File: config.mk
export PLATFORM = sky130hd
export DESIGN_NAME = modbus_rtu_request_framer
export DESIGN_NICKNAME = d
export VERILOG_FILES = /design/src/hdl/mrf_pkg.sv /design/src/hdl/mrf_front.sv /design/src/hdl/mrf_queue.sv /design/src/hdl/mrf_back.sv /design/src/hdl/modbus_rtu_request_framer.sv
export SDC_FILE = /design/constraint.sdc
export NUM_CORES = 1
export LEC_CHECK = 0
export ABC_AREA = 1
export ABC_CLOCK_PERIOD_IN_PS = 18500
export BUFFER_PORTS_ARGS = -buffer_cell sky130_fd_sc_hd__buf_2
export CORE_ASPECT_RATIO = 0.75
export CORE_MARGIN = 5
export CORE_UTILIZATION = 35
export CTS_CLUSTER_SIZE = 8
export DETAILED_ROUTE_END_ITERATION = 16
export HOLD_SLACK_MARGIN = 0.06
export PLACE_DENSITY = 0.53
export SLEW_MARGIN = 20
export SYNTH_ARGS = -nofsm -noshare
export SYNTH_HDL_FRONTEND = slang
export SYNTH_SLANG_ARGS = --single-unit
File: constraint.sdc
create_clock -name clk -period 18.5 [get_ports clk]
set_input_delay 1.85 -clock clk [delete_from_list [all_inputs] [get_ports clk]]
set_output_delay 1.85 -clock clk [all_outputs]
set_load 0.05 [all_outputs]
File: src/hdl/mrf_pkg.sv
// Shared types, constants and the CRC-16 byte update for the Modbus RTU request framer.
package mrf_pkg;

  localparam int MAX_FRAME_BYTES = 256;
  localparam logic [7:0] COUNT_MAX = 8'(MAX_FRAME_BYTES - 9);
  localparam logic [15:0] CRC_INIT = 16'hFFFF;
  localparam logic [15:0] CRC_POLY = 16'hA001;
  localparam int JOB_BYTES = 7;
  localparam int QUEUE_DEPTH = 4;
  localparam int QPTR_W = $clog2(QUEUE_DEPTH);

  localparam logic [1:0] OP_START = 2'd0;
  localparam logic [1:0] OP_PAYLOAD = 2'd1;
  localparam logic [1:0] OP_CHECK = 2'd2;

  localparam logic [1:0] ST_OK = 2'd0;
  localparam logic [1:0] ST_UNSUPPORTED = 2'd1;
  localparam logic [1:0] ST_SEQUENCE = 2'd2;
  localparam logic [1:0] ST_CRC_BAD = 2'd3;

  typedef struct packed {
    logic [1:0] opcode;
    logic [7:0] slave_address;
    logic [7:0] function_code;
    logic [7:0] data_byte_one;
    logic [7:0] data_byte_two;
    logic [7:0] data_byte_three;
    logic [7:0] data_byte_four;
    logic [7:0] byte_count;
    logic [7:0] stream_byte;
    logic       check_last;
  } in_t;

  typedef struct packed {
    logic [7:0] out_byte;
    logic       byte_valid;
    logic       frame_end;
    logic [1:0] status;
  } out_t;

  typedef struct packed {
    logic                     msg;
    logic                     msg_end;
    logic [1:0]               msg_status;
    logic                     crc_init;
    logic                     crc_tail;
    logic [2:0]               nbytes;
    logic [JOB_BYTES*8-1:0]   data;
  } job_t;

  function automatic logic [15:0] crc_feed(input logic [15:0] crc, input logic [7:0] b);
    logic [15:0] c;
    c = crc ^ {8'h00, b};
    for (int k = 0; k < 8; k++) begin
      if (c[0]) begin
        c = (c >> 1) ^ CRC_POLY;
      end else begin
        c = c >> 1;
      end
    end
    return c;
  endfunction

endpackage

File: src/hdl/mrf_front.sv
// Front end: classifies input transactions, tracks frame and check state, builds jobs.
module mrf_front (
  input  logic          clk,
  input  logic          rst_n,
  input  logic          accept,
  input  mrf_pkg::in_t  in_item,
  output mrf_pkg::job_t job
);
  import mrf_pkg::*;

  logic        frame_open_r, frame_open_nxt;
  logic [7:0]  payload_left_r, payload_left_nxt;
  logic [15:0] check_crc_r, check_crc_nxt;
  logic [15:0] check_hold_r, check_hold_nxt;
  logic [1:0]  check_fill_r, check_fill_nxt;

  logic        is_fixed, is_multi;
  logic [7:0]  cnt;
  logic [15:0] crc_fed;
  logic [15:0] hold_new;
  logic [1:0]  fill_new;

  always_comb begin
    is_fixed = (in_item.function_code >= 8'd1) && (in_item.function_code <= 8'd6);
    is_multi = (in_item.function_code == 8'd15) || (in_item.function_code == 8'd16);
    cnt = (in_item.byte_count > COUNT_MAX) ? COUNT_MAX : in_item.byte_count;
    crc_fed = (check_fill_r == 2'd2) ? crc_feed(check_crc_r, check_hold_r[7:0]) : check_crc_r;
    hold_new = {in_item.stream_byte, check_hold_r[15:8]};
    fill_new = (check_fill_r == 2'd2) ? 2'd2 : check_fill_r + 2'd1;

    frame_open_nxt = frame_open_r;
    payload_left_nxt = payload_left_r;
    check_crc_nxt = check_crc_r;
    check_hold_nxt = check_hold_r;
    check_fill_nxt = check_fill_r;

    job = '0;
    job.msg = 1'b1;
    job.msg_end = 1'b1;
    job.msg_status = ST_SEQUENCE;

    case (in_item.opcode)
      OP_START: begin
        if (frame_open_r) begin
          job.msg_status = ST_SEQUENCE;
        end else if (!is_fixed && !is_multi) begin
          job.msg_status = ST_UNSUPPORTED;
        end else begin
          job.msg = 1'b0;
          job.crc_init = 1'b1;
          job.data = {cnt, in_item.data_byte_four, in_item.data_byte_three,
                      in_item.data_byte_two, in_item.data_byte_one,
                      in_item.function_code, in_item.slave_address};
          if (is_fixed) begin
            job.nbytes = 3'd6;
            job.crc_tail = 1'b1;
          end else begin
            job.nbytes = 3'd7;
            job.crc_tail = (cnt == 8'd0);
            payload_left_nxt = cnt;
            frame_open_nxt = (cnt != 8'd0);
          end
        end
      end
      OP_PAYLOAD: begin
        if (!frame_open_r || payload_left_r == 8'd0) begin
          frame_open_nxt = 1'b0;
          job.msg_status = ST_SEQUENCE;
        end else begin
          job.msg = 1'b0;
          job.nbytes = 3'd1;
          job.data = {{(JOB_BYTES-1)*8{1'b0}}, in_item.stream_byte};
          job.crc_tail = (payload_left_r == 8'd1);
          payload_left_nxt = payload_left_r - 8'd1;
          frame_open_nxt = (payload_left_r != 8'd1);
        end
      end
      OP_CHECK: begin
        job.msg_end = in_item.check_last;
        job.msg_status = ST_OK;
        if (in_item.check_last) begin
          if (fill_new != 2'd2 || crc_fed != hold_new) begin
            job.msg_status = ST_CRC_BAD;
          end
          check_crc_nxt = CRC_INIT;
          check_hold_nxt = '0;
          check_fill_nxt = '0;
        end else begin
          check_crc_nxt = crc_fed;
          check_hold_nxt = hold_new;
          check_fill_nxt = fill_new;
        end
      end
      default: begin
        job.msg_status = ST_SEQUENCE;
      end
    endcase
  end

  always_ff @(posedge clk) begin
    if (!rst_n) begin
      frame_open_r <= 1'b0;
      payload_left_r <= '0;
      check_crc_r <= CRC_INIT;
      check_hold_r <= '0;
      check_fill_r <= '0;
    end else if (accept) begin
      frame_open_r <= frame_open_nxt;
      payload_left_r <= payload_left_nxt;
      check_crc_r <= check_crc_nxt;
      check_hold_r <= check_hold_nxt;
      check_fill_r <= check_fill_nxt;
    end
  end

endmodule

File: src/hdl/mrf_queue.sv
// Short job queue between the front end and the serializer.
module mrf_queue (
  input  logic          clk,
  input  logic          rst_n,
  input  logic          push,
  input  mrf_pkg::job_t push_job,
  output logic          full,
  input  logic          pop,
  output logic          q_valid,
  output mrf_pkg::job_t q_job
);
  import mrf_pkg::*;

  job_t              entry_r [QUEUE_DEPTH];
  logic [QPTR_W-1:0] wr_ptr_r, rd_ptr_r;
  logic [QPTR_W:0]   count_r, count_nxt;

  assign full = (count_r == (QPTR_W + 1)'(QUEUE_DEPTH));
  assign q_valid = (count_r != '0);
  assign q_job = entry_r[rd_ptr_r];

  always_comb begin
    count_nxt = count_r;
    if (push && !pop) begin
      count_nxt = count_r + (QPTR_W + 1)'(1);
    end else if (pop && !push) begin
      count_nxt = count_r - (QPTR_W + 1)'(1);
    end
  end

  always_ff @(posedge clk) begin
    if (!rst_n) begin
      wr_ptr_r <= '0;
      rd_ptr_r <= '0;
      count_r <= '0;
    end else begin
      count_r <= count_nxt;
      if (push) begin
        wr_ptr_r <= wr_ptr_r + QPTR_W'(1);
      end
      if (pop) begin
        rd_ptr_r <= rd_ptr_r + QPTR_W'(1);
      end
    end
  end

  always_ff @(posedge clk) begin
    if (push) begin
      entry_r[wr_ptr_r] <= push_job;
    end
  end

endmodule

File: src/hdl/mrf_back.sv
// Serializer: emits queued jobs as one result per unstalled cycle; CRC closes frames.
module mrf_back (
  input  logic          clk,
  input  logic          rst_n,
  input  logic          q_valid,
  input  mrf_pkg::job_t q_job,
  output logic          pop,
  output logic          out_valid,
  input  logic          out_stall,
  output mrf_pkg::out_t out_data
);
  import mrf_pkg::*;

  job_t        cur_r;
  logic        cur_valid_r;
  logic [3:0]  pos_r;
  logic [15:0] crc_r, crc_nxt;
  logic        out_valid_r;
  out_t        out_r, out_nxt;

  logic        adv;
  logic [3:0]  total;
  logic        last_res;
  logic        is_data;
  logic [15:0] crc_in;

  assign adv = !out_valid_r || !out_stall;
  assign out_valid = out_valid_r;
  assign out_data = out_r;

  always_comb begin
    total = cur_r.msg ? 4'd1 : ({1'b0, cur_r.nbytes} + (cur_r.crc_tail ? 4'd2 : 4'd0));
    last_res = (pos_r == total - 4'd1);
    is_data = !cur_r.msg && (pos_r < {1'b0, cur_r.nbytes});
    crc_in = (pos_r == 4'd0 && cur_r.crc_init) ? CRC_INIT : crc_r;
    pop = q_valid && (!cur_valid_r || (adv && last_res));

    out_nxt = '0;
    crc_nxt = crc_r;
    if (cur_r.msg) begin
      out_nxt.frame_end = cur_r.msg_end;
      out_nxt.status = cur_r.msg_status;
    end else begin
      out_nxt.byte_valid = 1'b1;
      out_nxt.frame_end = last_res;
      out_nxt.status = ST_OK;
      if (is_data) begin
        out_nxt.out_byte = cur_r.data[7:0];
        crc_nxt = crc_feed(crc_in, cur_r.data[7:0]);
      end else if (pos_r == {1'b0, cur_r.nbytes}) begin
        out_nxt.out_byte = crc_r[7:0];
      end else begin
        out_nxt.out_byte = crc_r[15:8];
        crc_nxt = CRC_INIT;
      end
    end
  end

  always_ff @(posedge clk) begin
    if (!rst_n) begin
      cur_valid_r <= 1'b0;
      pos_r <= '0;
      crc_r <= CRC_INIT;
      out_valid_r <= 1'b0;
    end else begin
      if (adv) begin
        out_valid_r <= cur_valid_r;
      end
      if (adv && cur_valid_r) begin
        crc_r <= crc_nxt;
      end
      if (pop) begin
        cur_valid_r <= 1'b1;
        cur_r <= q_job;
        pos_r <= '0;
      end else if (adv && cur_valid_r) begin
        pos_r <= pos_r + 4'd1;
        if (is_data) begin
          cur_r.data <= cur_r.data >> 8;
        end
        if (last_res) begin
          cur_valid_r <= 1'b0;
        end
      end
    end
  end

  always_ff @(posedge clk) begin
    if (adv && cur_valid_r) begin
      out_r <= out_nxt;
    end
  end

endmodule

File: src/hdl/modbus_rtu_request_framer.sv
// Top level of the Modbus RTU request framer and frame checker.
// Input channel in_valid/in_stall/in_data carries one transaction per item: a start
// (slave address, function code, four header bytes, byte count), a payload byte, or
// a received byte to check. Output channel out_valid/out_stall/out_data carries the
// results of each transaction: frame bytes, CRC low then high, with frame_end on the
// last result of each item (of checked bytes, only the last) and a status code.
// Throughput: one input item per cycle while the four-entry job queue has room, and
// one result per cycle on the output while out_stall is low; a start item yields up
// to nine results, so a burst of starts is paced by the serializer.
// The first result of an item passes through the job queue, serializer load and
// output register before it is presented, and is taken while out_stall is low.
// Reset clears the frame, payload and check state, the queue and the output valid flag.
// When the receiver stalls, the output register holds its result, the serializer
// stops, the queue fills and in_stall rises once it is full.
module modbus_rtu_request_framer (
  input  logic          clk,
  input  logic          rst_n,
  input  logic          in_valid,
  output logic          in_stall,
  input  mrf_pkg::in_t  in_data,
  output logic          out_valid,
  input  logic          out_stall,
  output mrf_pkg::out_t out_data
);
  import mrf_pkg::*;

  logic accept;
  logic full;
  logic pop;
  logic q_valid;
  job_t front_job;
  job_t q_job;

  assign in_stall = full;
  assign accept = in_valid && !full;

  mrf_front u_front (
    .clk     (clk),
    .rst_n   (rst_n),
    .accept  (accept),
    .in_item (in_data),
    .job     (front_job)
  );

  mrf_queue u_queue (
    .clk      (clk),
    .rst_n    (rst_n),
    .push     (accept),
    .push_job (front_job),
    .full     (full),
    .pop      (pop),
    .q_valid  (q_valid),
    .q_job    (q_job)
  );

  mrf_back u_back (
    .clk       (clk),
    .rst_n     (rst_n),
    .q_valid   (q_valid),
    .q_job     (q_job),
    .pop       (pop),
    .out_valid (out_valid),
    .out_stall (out_stall),
    .out_data  (out_data)
  );

endmodule
==> results of run 1 <==
-- cells in the final DEF (no fill, tap or decap), types with 7 or more instances in the layout --
cell type,instances
a21oi_1,49
a31oi_1,62
buf_2,84
buf_4,14
clkbuf_1,31
clkbuf_16,56
conb_1,12
dfxtp_1,72
edfxtp_1,332
ha_1,18
inv_1,140
nand2_1,244
nand2_2,10
nand3_1,61
nor2_1,386
nor3_1,7
o211ai_1,7
o21ai_0,186
o22ai_1,23
xnor2_1,13
xor2_1,13
-- cell families (layout without fill, tap and decap cells) --
family                     Yosys count  count (layout)  share of synthesized area [%]
other                                1              14                        0.02110
adders and majority gates           19              19                          1.380
xor gates and xnor gates            30              30                          1.711
DFF                                406             406                          64.44
buffers and inverters              232             338                          5.492
AOI/OAI and AO/OA                  338             338                          10.39
and+or+nand+nor                    735             735                          16.57
-- where the power goes --
part | internal [mW] | switching (mW)
sequential | 1.20 | 0.0778
combinational | 0.245 | 0.615
clock | 0.555 | 0.371
total | 2.00 | 1.06
-- sequential cells by signal, indices dropped and copies added (netlist names), 2 cells and up, named ones only --
name / flops
u_back.pos_r: 4
u_queue.count_r: 3
u_front.payload_left_r: 8
u_front.check_fill_r: 2
u_front.check_crc_r: 16
u_queue.rd_ptr_r: 2
u_queue.wr_ptr_r: 2
u_back.out_data: 12
u_back.cur_r: 64
u_back.crc_r: 16
u_queue.entry_r: 256
u_front.check_hold_r: 16
-- per-layer routing --
layer / wire [µm] / global-route usage (%) / up-vias / part of all wire (%)
met4: 890 / 4.425 / 2 / 2.0
met3: 2142 / 2.553 / 68 / 4.9
li1: - / - / 6170 / -
met1: 21240 / 22.47 / 5942 / 48
met5: 13 / 0 / - / 0.030
met2: 19700 / 24.83 / 283 / 45
-- worst max-delay path by stage --
stage	from	endpoint
after floorplan	out_stall	u_back.cur_r[0]
after global placement	in_data[56]	u_queue.entry_r[0][5]
after detailed placement	in_data[66]	u_front.check_crc_r[3]
after CTS	in_data[66]	u_front.check_crc_r[3]
after global routing	u_back.cur_r[57]	register
final	in_data[66]	u_front.check_crc_r[3]
-- tightest hold or removal path, delay by kind of cell (launching register included) --
kind | cells | cell delay [ns]
AND/OR/NAND/NOR | 1 | 0.06
flip-flops | 1 | 0.30
AO/OA/AOI/OAI | 1 | 0.06
-- layout make-up --
cell class	count	area share [%]
flip-flops and latches	406	56.19
multi-input cells	1134	26.68
clock buffers	87	7.444
well taps	657	4.032
inverters	149	2.780
repair buffers	99	2.633
clock inverters	3	0.2209
diodes	2	0.02455
==> impl_results.md, run 1 <==
* Status: complete, no violations
* WL per Instance at 17.34 µm
* Cells on Worst Hold Path at 2
* Gr ovfl total at 0
* Final setup violation count at 0
* Min Clock Period, post-route at 3.932 ns
* Worst vdd ir at 86.57 µV
* DP Area at 18,820 µm²
* Row Count at 71
* CP arrival at 4.39 ns
* HP Class: register to register
* Post-Syn Instances at 1,761
* Die height at 205.1 µm
* R2R setup slack at 14.68 ns
* CP Launch Type: primary input
* Top post-synthesis cells by area: edfxtp_1 (56%), dfxtp_1 (8.3%), nor2_1 (8.3%)
* Worst-path fanout max at 37
* Post-synth EDFFs at 332
* Buf+Inv Stages, Crit Path at 3
* Critical R2R Launch: u_back.cur_r[57]
* Post-synthesis register bit count at 406
* CTS root buffer: clkbuf_16
* Slowest cell on crit path: inv_2
* Layout Cells excl Fill at 2,537
* Worst Reg-to-Reg Cells at 13
* TritonCTS Buffers at 56
* H-tree depth at 2
* Clock transition at path regs at 0.05 ns
* Sequential cell area at 11,460 µm²
* Hold Slack at 0.4722 ns
* Distinct cells, synth at 48
* Synth area leader: edfxtp_1
* CTS Hold Buffers Added at 0
* Place WS at 13.95 ns
* Iteration-0 DRC Markers at 983
* Yosys warns at 0
* Clk_lat worst skew at 0.60 ns
* Footprint of the multi-input gates at 5439 µm²
* Routed Antenna Nets at 0
* RSZ-0062 raised after global routing: false
* Primary FF master, synth: edfxtp_1
* Worst Skew at 0.02390 ns
* Die width at 270.2 µm
* Pwr per Cell Area at 150.1 nW/µm²
* Inst Count DP at 2,445
* Most used cell, CP: nand2_1
* IO Count at 85
* Final WS setup at 14.57 ns
* Full die area at 55,430 µm²
* Layout net count at 1,936
* Most frequent cell after synthesis: nor2_1
* Fmax at 0.2543 GHz
* Filler Cell Count at 4,782
* Leak at 7.743 nW
* Clock Tree Buf Depth at 3
* Post-synth top cells: nor2_1 (391), edfxtp_1 (332), nand2_1 (245)
* Critical path, cell by cell: buf_2 > inv_1 > nor2_1 > nand2_1 > inv_2 > nand2_1 > o22ai_1 > nand2_1
* Post-CTS Resized at 0
* Initial DRT Pass Iterations at 5
* Initial antenna violation count at 2
* Final worst-path cycle share at 21.26%
* Total GRT Usage at 15.67%
* Post-DP HPWL at 25,980 µm
* Core area at 50,190 µm²
* Final Util at 40.62%
* Number of setup buffers added after CTS at 0
* MaxCap Viol Count at 0
* Clock Sinks at 406
* Critical Path RT at 18.96 ns
* Total power at 3.061 mW
* Syn Area/Cell at 10.09 µm²
* Layout cells sized above 1 at 10.65%
* Via count at 12,470
* Post-synthesis instance area at 17,770 µm²
* Initial core utilization at 35.41%
* Final WL at 43,990 µm
* Crit path depth at 8
* Area delta synth->final at 14.73%
* CTS tree: built
* First-pass GRT wire length at 68,770 µm
* Buffers on Ports at 84
* Drt via density at 4.913
* CP endpoint kind: register
* Rel. slew slack at 25.94%
* Tightest Pin Transition at 1.111 ns
* Ys async rst share at 0%
* CP delay by family, top: simple AND/OR/NAND/NOR gates
* Final instance area at 20,390 µm²
* Crit path kind: primary input to register
* # DRC at 0
* Placer Congestion at 0.8223
* Aggregate negative setup slack at 0 ns
* Hold wc startpoint: u_front.check_fill_r[0]
* Hold Vio Cnt, Final at 0
* Hold worst-path end: u_front.check_fill_r[0]
* Synth top area share at 56.10%
* Sequential area share after synthesis at 64.44%
* Vias in the first global route at 11,980
* Critical path's largest stage delay at 0.72 ns
* Largest net degree at the start of global routing at 87
* Slew Viols, Final at 0
No activity file was read; power rests on OpenSTA's default activity.
==> run 2: changes to the inputs <==
--- a/config.mk
+++ b/config.mk
@@ -6,7 +6,7 @@
 export NUM_CORES = 1
 export LEC_CHECK = 0
 export ABC_AREA = 1
-export ABC_CLOCK_PERIOD_IN_PS = 18500
+export ABC_CLOCK_PERIOD_IN_PS = 4100
 export BUFFER_PORTS_ARGS = -buffer_cell sky130_fd_sc_hd__buf_2
 export CORE_ASPECT_RATIO = 0.75
 export CORE_MARGIN = 5
==> constraint.sdc (replaced) <==
create_clock -name clk -period 4.1 [get_ports clk]
set_input_delay 0.41 -clock clk [delete_from_list [all_inputs] [get_ports clk]]
set_output_delay 0.41 -clock clk [all_outputs]
set_load 0.05 [all_outputs]
==> impl_results.md, run 2 (synthesis gave the netlist of run 1 again) <==
* Gr ovfl total at 0
* First-pass GRT wire length at 69,950 µm
* Area delta synth->final at 15.71%
* Critical path's largest stage delay at 0.46 ns
* Number of setup buffers added after CTS at 0
* CP delay by family, top: buffers and inverters
* Clock Tree Buf Depth at 3
* Critical path, cell by cell: ha_1 > or2_1 > ha_1 > xnor2_1 > a21oi_1 > o2111ai_1 > o21ai_2 > nand2_2 > inv_4 > buf_4 > nor2_1 > a31oi_1
* Core area at 50,190 µm²
* CTS root buffer: clkbuf_16
* Min Clock Period, post-route at 3.360 ns
* Clock Sinks at 406
* CTS Hold Buffers Added at 0
* Final worst-path cycle share at 81.96%
* Initial antenna violation count at 2
* Filler Cell Count at 4,760
* Initial core utilization at 35.41%
* DP Area at 18,960 µm²
* Post-DP HPWL at 27,740 µm
* Initial DRT Pass Iterations at 5
* Tightest Pin Transition at 0.9272 ns
* Die height at 205.1 µm
* # DRC at 0
* Critical Path RT at 4.53 ns
* H-tree depth at 2
* WL per Instance at 17.50 µm
* Clock transition at path regs at 0.05 ns
* Placer Congestion at 0.8424
* Crit path kind: register to register
* Full die area at 55,430 µm²
* Iteration-0 DRC Markers at 1,029
* Layout cells sized above 1 at 11.29%
* Most frequent cells in the layout: nor2_1 (386), edfxtp_1 (332), nand2_1 (244)
* IO Count at 85
* CTS tree: built
* Layout Cells excl Fill at 2,554
* HP Class: primary input to register
* Routed Antenna Nets at 0
* Slowest cell on crit path: inv_4
* Worst vdd ir at 359.9 µV
* Final setup violation count at 0
* CP Launch Type: register
* Slew Viols, Final at 0
* Total power at 13.95 mW
* Total GRT Usage at 15.93%
* Most used cell, CP: ha_1
* Drt via density at 4.915
* Final WL at 44,690 µm
* Hold Vio Cnt, Final at 0
* Most common cell after layout, fill and taps aside: nor2_1
* CP arrival at 3.79 ns
* Via count at 12,550
* Die width at 270.2 µm
* Largest net degree at the start of global routing at 69
* Row Count at 71
* Post-CTS Resized at 0
* Max FFs per register at 256
* Clk_lat worst skew at 0.61 ns
* Reg with most FFs: u_queue.entry_r
* Fmax at 0.2976 GHz
* MaxCap Viol Count at 0
* Aggregate negative setup slack at 0 ns
* Vias in the first global route at 12,170
* TritonCTS Buffers at 56
* Buffers on Ports at 84
* Worst-path fanout max at 44
* Inst Count DP at 2,460
* Status: complete, no violations
* Leak at 7.842 nW
* Largest registers: u_queue.entry_r x256, u_back.cur_r x64
* Worst Skew at 0.02808 ns
* Hold Slack at 0.1002 ns
* Pwr per Cell Area at 678.5 nW/µm²
* CP endpoint kind: register
* Final instance area at 20,560 µm²
* Rel. slew slack at 38.19%
* Buf+Inv Stages, Crit Path at 2
* RSZ-0062 raised after global routing: false
* Layout net count at 1,951
## run 2: cell types whose count changed in the layout (fill, tap and decap cells not counted)
cell | before | now
buf_4 | 14 | 27
buf_12 | 0 | 3
clkbuf_1 | 31 | 34
buf_6 | 1 | 0
clkinv_16 | 0 | 1
clkinv_8 | 1 | 0
diode_2 | 2 | 1
inv_16 | 1 | 2
inv_6 | 1 | 0
nor4_1 | 3 | 4
nor4_2 | 1 | 0
## run 2: where the power goes
part	switching (mW)	leakage, nW	internal, mW
registers	0.378	3.72	5.39
clock network	1.71	0.761	2.53
logic	2.75	3.36	1.19
## run 2: per-layer routing
layer | share of wire, % | global-route usage, %
met5 | 0.016 | 0
met4 | 2.1 | 4.754
met3 | 5.6 | 2.740
met2 | 44 | 24.36
met1 | 48 | 23.39
## run 2: final timing paths
path,start,end,slack [ns],cells after the start
setup / recovery,u_back.cur_r[57],u_back.cur_r[41],0.74,12
hold / removal,in_data[6],u_front.check_hold_r[13],0.10,3
setup reg to reg,u_back.cur_r[57],u_back.cur_r[41],0.74,12
hold reg to reg,u_queue.rd_ptr_r[1],register,0.46,2
## run 2: final cells by class
class / instances / area, µm² / share of cell area [%]
clock buffers: 90 / 1529 / 7.436
flip-flops and latches: 406 / 11460 / 55.71
clock inverters: 3 / 70.07 / 0.3408
inverters: 149 / 566.8 / 2.756
repair buffers: 114 / 683.2 / 3.322
well taps: 657 / 822.0 / 3.998
diodes: 1 / 2.502 / 0.01217
multi-input cells: 1134 / 5433 / 26.42
## run 2: metrics by stage
step                      utilization (%)  setup WS (ns)
after floorplan                         -       -0.07746
after global placement              37.78         0.8602
after detailed placement            37.78         0.6885
after CTS                           40.96         0.6689
after global routing                40.96         0.4014
final                               40.97         0.7397
## run 2: worst min-delay path, delay by kind of cell
family	cells	cell delay [ns]
buffers and inverters	1	0.12
AO/OA/AOI/OAI	1	0.06
AND/OR/NAND/NOR	1	0.07
==> run 3: changes to the inputs <==
--- a/config.mk
+++ b/config.mk
@@ -6,7 +6,7 @@
 export NUM_CORES = 1
 export LEC_CHECK = 0
 export ABC_AREA = 1
-export ABC_CLOCK_PERIOD_IN_PS = 4100
+export ABC_CLOCK_PERIOD_IN_PS = 3500
 export BUFFER_PORTS_ARGS = -buffer_cell sky130_fd_sc_hd__buf_2
 export CORE_ASPECT_RATIO = 0.75
 export CORE_MARGIN = 5
==> constraint.sdc (replaced) <==
create_clock -name clk -period 3.5 [get_ports clk]
set_input_delay 0.35 -clock clk [delete_from_list [all_inputs] [get_ports clk]]
set_output_delay 0.35 -clock clk [all_outputs]
set_load 0.05 [all_outputs]
==> impl_results.md, run 3 (synthesis gave the netlist of run 1 again) <==
* Internal power at 10.74 mW
* Final Util at 41.41%
* Largest net degree at the start of global routing at 99
* Die height at 205.1 µm
* Slew Viols, Final at 0
* Rel. slew slack at 37.43%
* Buffers on Ports at 84
* Critical R2R Launch: u_back.cur_r[57]
* Switching power at 5.628 mW
* Initial core utilization at 35.41%
* Reg with most FFs: u_queue.entry_r
* Most frequent cells in the layout: nor2_1 (386), edfxtp_1 (332), nand2_1 (244)
* Initial DRT Pass Iterations at 5
* Worst-path fanout max at 52
* Min Clock Period, post-route at 3.075 ns
* CP endpoint kind: register
* CTS Hold Buffers Added at 11
* Fmax at 0.3252 GHz
* Clock transition at path regs at 0.05 ns
* First-pass GRT wire length at 70,120 µm
* Clock Tree Buf Depth at 3
* Critical Path RT at 3.96 ns
* IO Count at 85
* Max FFs per register at 256
* Total power at 16.37 mW
* CP Launch Type: register
* Worst Reg-to-Reg Cells at 14
* Logic pwr share at 29.2%
* CTS tree: built
* CP arrival at 3.54 ns
* Post-CTS Resized at 0
* Total GRT Usage at 15.87%
* Vias in the first global route at 12,440
* Drt via density at 4.949
* Hold wc startpoint: out_stall
* Full die area at 55,430 µm²
* # DRC at 0
* CTS root buffer: clkbuf_16
* Gr ovfl total at 0
* Worst vdd ir at 434.2 µV
* Final WL at 44,270 µm
* Routed Antenna Nets at 0
* Hold Vio Cnt, Final at 0
* Pwr per Cell Area at 787.3 nW/µm²
* Most common cell after layout, fill and taps aside: nor2_1
* Initial antenna violation count at 1
* TritonCTS Buffers at 56
* Row Count at 71
* Clk_lat worst skew at 0.59 ns
* Die width at 270.2 µm
* Core area at 50,190 µm²
* Clk pwr share at 30.0%
* Final setup violation count at 0
* Crit path kind: register to register
* Placer Congestion at 0.8224
* Clock Sinks at 406
* Sequential share of power at 40.7%
* Final worst-path cycle share at 87.85%
* R2R setup slack at 0.43 ns
* Cells on Worst Hold Path at 3
* RSZ-0062 raised after global routing: false
* Status: complete, no violations
* Layout net count at 1,969
* Hold worst-path end: u_back.out_valid
* MaxCap Viol Count at 0
* Area delta synth->final at 16.97%
* Iteration-0 DRC Markers at 1,004
* Switch share at 34.39%
* Largest registers: u_queue.entry_r x256, u_back.cur_r x64
* HP Class: primary input to register
* Number of setup buffers added after CTS at 0
* Worst Skew at 0.01566 ns
* Leak at 7.937 nW
* Layout cells sized above 1 at 11.55%
* H-tree depth at 2
* WL per Instance at 17.21 µm
* Via count at 12,730
* Tightest Pin Transition at 0.9375 ns
* Post-DP HPWL at 27,100 µm
run 3: worst max-delay path, stage by stage, from the launching register on:
cell	delay (ns)
edfxtp_1	0.42
ha_1	0.30
or2_1	0.24
ha_1	0.29
xnor2_1	0.12
a21oi_1	0.13
o2111ai_1	0.20
o21ai_2	0.19
nand2_2	0.11
buf_4	0.22
inv_4	0.10
buf_12	0.24
nand2_1	0.12
o21ai_0	0.20
a21oi_1	0.08
run 3: metrics by stage:
stage	cells	hold slack [ns]	area, µm²	worst slack, ns	TNS, ns
final	2572	0.09108	20790	0.4253	0
after CTS	2571	0.06161	20780	0.3985	0
after global routing	2571	0.09079	20780	0.2495	0
after detailed placement	2467	0.4544	19100	0.4580	0
after floorplan	1772	0.4365	17820	-0.6775	-190.86
after global placement	2467	0.4442	19100	0.5595	0
run 3: worst max-delay path by stage:
stage | startpoint | to | slack, ns
4_1_cts | u_back.cur_r[57] | register | 0.40
3_3_place_gp | u_back.cur_r[57] | u_back.cur_r[17] | 0.56
5_1_grt | u_front.check_fill_r[0] | u_queue.entry_r[3][62] | 0.25
6_report | u_back.cur_r[57] | register | 0.43
2_1_floorplan | u_queue.count_r[0] | u_queue.entry_r[0][0] | -0.68
3_5_place_dp | u_back.cur_r[57] | register | 0.46
run 3: power groups by stage:
| stage | registers (mW) | logic (mW) | clock network, mW |
|---|---|---|---|
| 3_5_place_dp | 6.76 | 4.82 | 0 |
| 6_report | 6.67 | 4.79 | 4.91 |
| 2_1_floorplan | 6.82 | 3.37 | 0 |
| 4_1_cts | 6.68 | 4.85 | 5.05 |
| 5_1_grt | 6.73 | 5.36 | 5.27 |
| 3_3_place_gp | 6.78 | 4.71 | 0 |
run 3: routing by layer:
layer	GRT usage (%)	wire, µm	part of all wire (%)
met5	0	0	0
met1	22.78	21190	48
met3	2.600	2318	5.2
met4	4.078	720	1.6
met2	25.30	20040	45
run 3: final cells by class:
type / count / area (µm²)
tap: 657 / 822.0
sequential: 406 / 11460
timing repair buffer: 132 / 933.4
clock buffer: 90 / 1529
inverter: 149 / 565.5
multi-input combinational: 1134 / 5433
fill: 4793 / 29410
antenna: 1 / 2.502
clock inverter: 3 / 45.04
